**src/rtl/core/wmdf_pkg.sv**
```systemverilog
// wmdf_pkg: shared types, codes and constants of the windowed mask distance field core
// no dependencies; used by wmdf_ctrl, wmdf_datapath and the top level
package wmdf_pkg;

  // default grid and window limits
  localparam int unsigned DEF_MAX_WIDTH  = 256;
  localparam int unsigned DEF_MAX_HEIGHT = 256;
  localparam int unsigned DEF_MAX_RADIUS = 32;

  // configuration port
  localparam int CFG_IDX_W  = 2;
  localparam int CFG_DATA_W = 9;

  typedef enum logic [CFG_IDX_W-1:0] {
    CFG_RADIUS = 2'd0,
    CFG_WIDTH  = 2'd1,
    CFG_HEIGHT = 2'd2
  } cfg_idx_e;

  localparam logic [5:0] RADIUS_RST = 6'd8;
  localparam logic [8:0] WIDTH_RST  = 9'd256;
  localparam logic [8:0] HEIGHT_RST = 9'd256;

  // request opcodes
  typedef enum logic {
    OP_WRITE = 1'b0,
    OP_QUERY = 1'b1
  } opcode_e;

  // field widths
  localparam int POS_W    = 8;
  localparam int FV_W     = 16;
  localparam int D2_OUT_W = 12;

  // inverted distance search: smallest k with (s*k)^2 >= d2 * 2^30
  localparam int              K_W          = 16;
  localparam logic [K_W-1:0]  K_FULL       = 16'd32768;
  localparam int              SRCH_ITERS   = 16;
  localparam int              ITER_W       = 4;
  localparam int              TARGET_SHIFT = 30;

  // controller states
  typedef enum logic [2:0] {
    ST_CLEAR,
    ST_IDLE,
    ST_SCAN,
    ST_DRAIN,
    ST_MUL,
    ST_SQ,
    ST_CMP,
    ST_RESULT
  } state_e;

  // controller to datapath
  typedef struct packed {
    logic clear;
    logic write;
    logic load;
    logic scan;
    logic srch_init;
    logic mul;
    logic sq;
    logic cmp;
    logic out_load;
  } cmd_t;

  // datapath to controller
  typedef struct packed {
    logic clear_last;
    logic scan_last;
    logic pipe_busy;
    logic need_search;
    logic srch_last;
  } status_t;

endpackage

```
**src/rtl/core/wmdf_ctrl.sv**
```systemverilog
// wmdf_ctrl: sequencer of the distance field core (clear, write, scan, search, result)
// depends on wmdf_pkg
module wmdf_ctrl (
  input  logic               clk_i,
  input  logic               rst_ni,
  input  logic               in_valid_i,
  output logic               in_ready_o,
  input  logic               opcode_i,
  output logic               out_valid_o,
  input  logic               out_ready_i,
  input  wmdf_pkg::status_t  status_i,
  output wmdf_pkg::cmd_t     cmd_o
);

  wmdf_pkg::state_e state_q, state_d;
  logic             out_valid_q, out_valid_d;
  logic             accept;
  logic             out_free;

  assign accept   = in_valid_i && in_ready_o;
  assign out_free = !out_valid_q || out_ready_i;

  // state and output flag registers
  always_ff @(posedge clk_i or negedge rst_ni) begin
    if (!rst_ni) begin
      state_q     <= wmdf_pkg::ST_CLEAR;
      out_valid_q <= 1'b0;
    end else begin
      state_q     <= state_d;
      out_valid_q <= out_valid_d;
    end
  end

  // next state
  always_comb begin
    state_d = state_q;
    unique case (state_q)
      wmdf_pkg::ST_CLEAR: begin
        if (status_i.clear_last) state_d = wmdf_pkg::ST_IDLE;
      end
      wmdf_pkg::ST_IDLE: begin
        if (accept && (opcode_i == wmdf_pkg::OP_QUERY)) state_d = wmdf_pkg::ST_SCAN;
      end
      wmdf_pkg::ST_SCAN: begin
        if (status_i.scan_last) state_d = wmdf_pkg::ST_DRAIN;
      end
      wmdf_pkg::ST_DRAIN: begin
        if (!status_i.pipe_busy) begin
          state_d = status_i.need_search ? wmdf_pkg::ST_MUL : wmdf_pkg::ST_RESULT;
        end
      end
      wmdf_pkg::ST_MUL: state_d = wmdf_pkg::ST_SQ;
      wmdf_pkg::ST_SQ:  state_d = wmdf_pkg::ST_CMP;
      wmdf_pkg::ST_CMP: begin
        state_d = status_i.srch_last ? wmdf_pkg::ST_RESULT : wmdf_pkg::ST_MUL;
      end
      wmdf_pkg::ST_RESULT: begin
        if (out_free) state_d = wmdf_pkg::ST_IDLE;
      end
      default: state_d = wmdf_pkg::ST_CLEAR;
    endcase
  end

  // commands and handshake outputs
  always_comb begin
    cmd_o       = '0;
    in_ready_o  = 1'b0;
    out_valid_d = out_valid_q && !out_ready_i;
    unique case (state_q)
      wmdf_pkg::ST_CLEAR: cmd_o.clear = 1'b1;
      wmdf_pkg::ST_IDLE: begin
        in_ready_o  = 1'b1;
        cmd_o.write = accept && (opcode_i == wmdf_pkg::OP_WRITE);
        cmd_o.load  = accept && (opcode_i == wmdf_pkg::OP_QUERY);
      end
      wmdf_pkg::ST_SCAN:  cmd_o.scan = 1'b1;
      wmdf_pkg::ST_DRAIN: cmd_o.srch_init = !status_i.pipe_busy && status_i.need_search;
      wmdf_pkg::ST_MUL:   cmd_o.mul = 1'b1;
      wmdf_pkg::ST_SQ:    cmd_o.sq = 1'b1;
      wmdf_pkg::ST_CMP:   cmd_o.cmp = 1'b1;
      wmdf_pkg::ST_RESULT: begin
        if (out_free) begin
          cmd_o.out_load = 1'b1;
          out_valid_d    = 1'b1;
        end
      end
      default: cmd_o = '0;
    endcase
  end

  assign out_valid_o = out_valid_q;

endmodule

```
**config.mk**
```make
export PLATFORM = sky130hd
export DESIGN_NAME = wmdf_ctrl
export DESIGN_NICKNAME = d
export VERILOG_FILES = /design/src/rtl/core/wmdf_pkg.sv /design/src/rtl/core/wmdf_ctrl.sv
export SDC_FILE = /design/constraint.sdc
export NUM_CORES = 1
export LEC_CHECK = 0
export BUFFER_PORTS_ARGS = -buffer_cell sky130_fd_sc_hd__buf_2
export CAP_MARGIN = 20
export CORE_AREA = 2 2 39 41
export CTS_CLUSTER_SIZE = 16
export DETAILED_ROUTE_END_ITERATION = 10
export DIE_AREA = 0 0 41 43
export PLACE_DENSITY = 0.61
export SYNTH_ARGS = -nofsm -noshare
export SYNTH_HDL_FRONTEND = slang
export SYNTH_SLANG_ARGS = --single-unit
```
**constraint.sdc**
```tcl
create_clock -name clk_i -period 1.5 [get_ports clk_i]
set_input_delay 0.3 -clock clk_i [delete_from_list [all_inputs] [get_ports clk_i]]
set_output_delay 0.3 -clock clk_i [all_outputs]
set_load 0.005 [all_outputs]
```
Word-level counts from Yosys, hierarchy flattened
Cells that the tools add are included.

Equal/unequal tests: 12. Mux-type cells: 20. Bitwise gates (word level): 1. Reductions and logical operators: 11.

Operators by type and width (count): 3-bit one-hot mux with 8 select lines (1); 3-bit 2-to-1 mux (5); 3-bit equality test (second input constant) (4); 1-bit 2-to-1 mux (11); 2-bit != test (second input constant) (5); 3-bit by 2-bit equality test with 1-bit output (second input constant) (2); 2-bit 2-to-1 mux (3); 1-bit logical AND (5); 5-bit AND reduction (1); 3-bit by 1-bit equality test with 1-bit output (second input constant) (1); 1-bit logical NOT (3); 3-bit logical NOT (1); 1-bit logical OR (1); 1-bit inverter (1).

Flip-flop bits (word level): 4. Output and inout port bits: 11. Word-level logic and storage cells: 46.

Logic depth before layout (Yosys ltp)
Depth after elaboration: 6. Gate-level depth with buffers: 5.

Worst setup path before layout
OpenSTA, ideal clock, no wires.

Path kind: reg-to-reg. From: reg state_q[1]. To: reg state_q[1]. Setup time: 0.125 ns. Arrival time: 1.238 ns. Data required time: 1.375 ns. Slack: 0.137 ns. Cell stages (with the launch flop): 5. Period minus slack after synthesis: 1.363 ns. Cells stage by stage: dfrtp_1 nor3b_2 a21boi_1 nor2_1 mux2_4.

Word-level cells in the longest chain between the ends: 6.

RTL lines: start: declaration (RTL line wmdf_ctrl.sv:15) `wmdf_pkg::state_e state_q, state_d;`; start signal: assignment (RTL line wmdf_ctrl.sv:26) `state_q <= wmdf_pkg::ST_CLEAR;`; start signal: assignment (RTL line wmdf_ctrl.sv:29) `state_q <= state_d;`; 3-bit by 1-bit equality test with 1-bit output (RTL line wmdf_ctrl.sv:69) `unique case (state_q)`; 1-bit 2-to-1 mux (RTL line wmdf_ctrl.sv:69); net in_ready_o (RTL line wmdf_ctrl.sv:7) `output logic in_ready_o,`; 1-bit logical AND (RTL line wmdf_ctrl.sv:20) `assign accept = in_valid_i && in_ready_o;`; 1-bit logical AND (RTL line wmdf_ctrl.sv:42) `if (accept && (opcode_i == wmdf_pkg::OP_QUERY)) state_d = wmdf_pkg::ST_SCAN;`; 2-bit != test (no line); 5-bit AND reduction (no line).

The timed path passes the listed nets, and every way through them passes these cells. A chain may end at the register's enable or synchronous reset.

==> run summary <==
• complete, but fails checks — status
• setup timing — violated checks
• 477 sq um — instance area at placement
• dfrtp_1 — largest area contributor in the netlist
• 20 — port buffer count
• 2 — buffer levels on the longest clock path
• 0% — area share of xor/xnor cells in the synthesized design
• 84 — Finished Layout Cells
• 567 sq um — final design area excluding fillers
• 1.20 ns — data required time of the critical path
• 4 — clock sink count
• 14 — standard-cell rows
• 650 MHz — max frequency
• 1 — H-tree level count
• 55.9% — share of cells above drive strength 1
• nor3b_2 > buf_4 > and3_4 > buf_6 — critical path, cell by cell
• 103% — Tcrit/Tclk final
• 29.4% — register area share after synthesis
• 0.23 ns — clock latency reported for the late side of the worst-skew pair
• 1380 sq um — Placeable Area
• 41 — Post-Syn Instances
• 12.1% — Clock Power Share
• 0.0777 ns — worst slack, placed
• 1.24 ns — arrival time worst endpoint
• 1.23 mm — wire length of the first global-routing pass
• 80 — final-stage net count
• 610 microns — HPWL reported at the end of detailed placement
• 4 — number of synthesized register bits
• 51 — net count after synthesis
• 1760 sq um — area of the die
• 1.54 ns — time the worst path needs with I/O delays and setup
• 0.255 ns — worst slew pin tran
• 0.40 ns — critical path's largest stage delay
• 0.04 ns — clock input transition at the sequential cells of the worst setup and hold paths
• 7.35% — multiplexer share of the synthesized area
• output pin — element type at the critical path end
• simple AND/OR/NAND/NOR gates — main combinational cell family by area after synthesis
• 0 — max-cap check violation count
• 12 — largest net degree at the start of global routing
• 4.62 — drt via density
• 0.381 ns — worst-case hold slack
• dfrtp_1 — most frequently used flop master after synthesis
• 8.30 sq um — Avg Cell Area, Syn
• 0.724 — routability congestion estimate
• 10.2% — Total Routing Usage GR
• 10.0 microns — routed length per placed instance
• 66.5% — area overhead of the layout relative to synthesis
• dfrtp_1 29%, nor2b_1 7.4%, nor2_1 6.6%, nand2b_1 5.5%, a2111oi_2 4.4% — main area contributors after synthesis
• 29.4% — share of Yosys cell area claimed by the top area cell type
• -0.102 ns — setup tns final
• 6 — 1st-iter DRT viols
• 0 — antenna violations before repair
• 0 — Detail Route Antenna Nets
• 39.2% — sw frac
• 842 microns — post-detailed-routing wire length
• 0% — synthesized-area fraction occupied by adder cells
• 3 — number of clock buffers inserted by TritonCTS
• 0.430 mW — switching pwr
• 78 — DP Cell Count
• 0 — number of warnings issued by yosys
• 0.282 nW — static power due to leakage
• 2 — first-pass detailed-route iteration total
• 333 — via count of the first global-routing pass
• 388 — vias after detailed routing
• 0 — number of max-slew violations in the final report
• 18.5% — portion of total power attributed to sequential cells
• 0 — total congestion overflow
• 18.8% — compound-cell area share of the yosys netlist
• dfrtp_1 — cell with the largest stage delay on the worst path
• clkbuf_4 — Clock Tree Root
• in -> reg — Hold WC Path Type
• built — clock tree from TritonCTS
• true — RSZ-0062 raised after global routing
• 23 — number of library cell types mapped by synthesis
• 21 — top-level I/O count
• 0 — final number of hold-violating endpoints
• 340 sq um — combined area of all synthesized cells
• 3 — largest driver fanout on the critical path
• flip-flop — type of element launching the critical path
• 161 — Layout fillers
• 40.4% — simple logic cell fraction of the synthesized area
• 0 — number of enable-type register cells in the synthesized netlist
• 5 — final setup fails
• 0 — number of remaining DRC errors
• 0 — Ant. Diodes
• reg -> out — classification of the worst setup path
• 83.0% — relative slew slack
• -0.0384 ns — worst setup margin
• 0.00222 ns — Clock Skew
• 1930 nW/um^2 — Cell Pwr Density
• 24.6% — effective utilization at floorplan
• 41 microns — x dimension of the die
• 43 microns — die height
• 0.000718 V — worst ir drop on vdd
• 100% — fraction of synthesis flops using an asynchronous set or reset pin
• 0.666 mW — internal cell power
• 69.4% — logic gate share of total power
==> worst paths after layout <==
path	startpoint	end	slack (ns)	cells past startpoint
min	status_i[2]	state_q[2]$_DFFE_PN0P_	0.38	4
max reg2reg	state_q[1]$_DFFE_PN0P_	state_q[1]$_DFFE_PN0P_	0.12	5
max	state_q[2]$_DFFE_PN0P_	cmd_o[6]	-0.04	4
max in group asynchronous	rst_ni	state_q[1]$_DFFE_PN0P_	0.98	2
min in group asynchronous	rst_ni	out_valid_o$_DFF_PN0_	0.40	2
min reg2reg	state_q[2]$_DFFE_PN0P_	state_q[2]$_DFFE_PN0P_	0.70	3
==> per-layer routing <==
| layer | routed length, microns | GRT usage (%) | up-vias |
|---|---|---|---|
| met2 | 444 | 14.7 | 10 |
| met3 | 33 | 1.57 | 0 |
| met1 | 363 | 12.7 | 179 |
| met5 | 0 | 0 | - |
| met4 | 0 | 8.00 | 0 |
| li1 | - | - | 199 |
==> sequential cells by signal, summed over array words and instances (netlist names) <==
name and cells:
out_valid_o 1, state_q 3
==> per-stage QoR <==
| stage | utilization, % | total power, mW |
|---|---|---|
| 2_1_floorplan | - | 0.640 |
| 3_3_place_gp | 34.4 | 0.849 |
| 3_5_place_dp | 34.4 | 0.857 |
| 4_1_cts | 38.3 | 1.06 |
| 5_1_grt | 41.0 | 1.19 |
| 6_report | 41.0 | 1.10 |
==> area by class of cell <==
| cell class | count | area (sq um) | area share (%) |
|---|---|---|---|
| Tap cell | 16 | 20.0 | 3.53 |
| Clock buffer | 3 | 22.5 | 3.97 |
| Timing Repair Buffer | 27 | 165 | 29.1 |
| Sequential cell | 4 | 100 | 17.7 |
| Multi-Input combinational cell | 34 | 259 | 45.7 |
==> cells by family (layout without fill, tap and decap cells) <==
logic type | count (synthesis) | count (layout)
AO/OA/AOI/OAI | 8 | 8
multiplexers | 2 | 2
flip-flops | 4 | 4
buffers and inverters | 3 | 30
AND/OR/NAND/NOR | 24 | 24
==> cell usage in the layout, fill, tap and decap left out, types with 3 or more instances in the layout <==
cell type | Yosys | layout
buf_4 | 0 | 5
nor2_1 | 6 | 4
nand2b_1 | 3 | 3
dfrtp_1 | 4 | 4
clkbuf_4 | 0 | 3
buf_2 | 2 | 19
nor2b_1 | 4 | 3
==> critical path, delay by kind of cell (launching register included) <==
| kind | cells | cell delay (ns) |
|---|---|---|
| buffers and inverters | 2 | 0.23 |
| DFF | 1 | 0.40 |
| and+or+nand+nor | 2 | 0.38 |
==> synth_stat cells, types with 2 or more instances <==
cell type and count:
buf_2 2, dfrtp_1 4, nor2b_1 4, nand2b_1 3, nand2_1 2, nor3_1 2
nor2_1 6, nor3b_1 2, a21boi_1 2
==> repair_timing <==
item,4_1_cts,5_1_grt
hold buffers,1,0
endpoints found under the setup margin,6,8
pin swaps,0,5
hold endpoints to repair,4,0
resized for setup,2,7
setup buffers,2,0
==> power groups by stage <==
stage | Combinational (mW) | Sequential [mW] | Clock [mW]
6_report | 0.760 | 0.203 | 0.132
5_1_grt | 0.831 | 0.211 | 0.146
4_1_cts | 0.713 | 0.204 | 0.140
3_5_place_dp | 0.645 | 0.213 | 0
3_3_place_gp | 0.638 | 0.211 | 0
2_1_floorplan | 0.434 | 0.206 | 0
(Power assumes the default switching activity.)
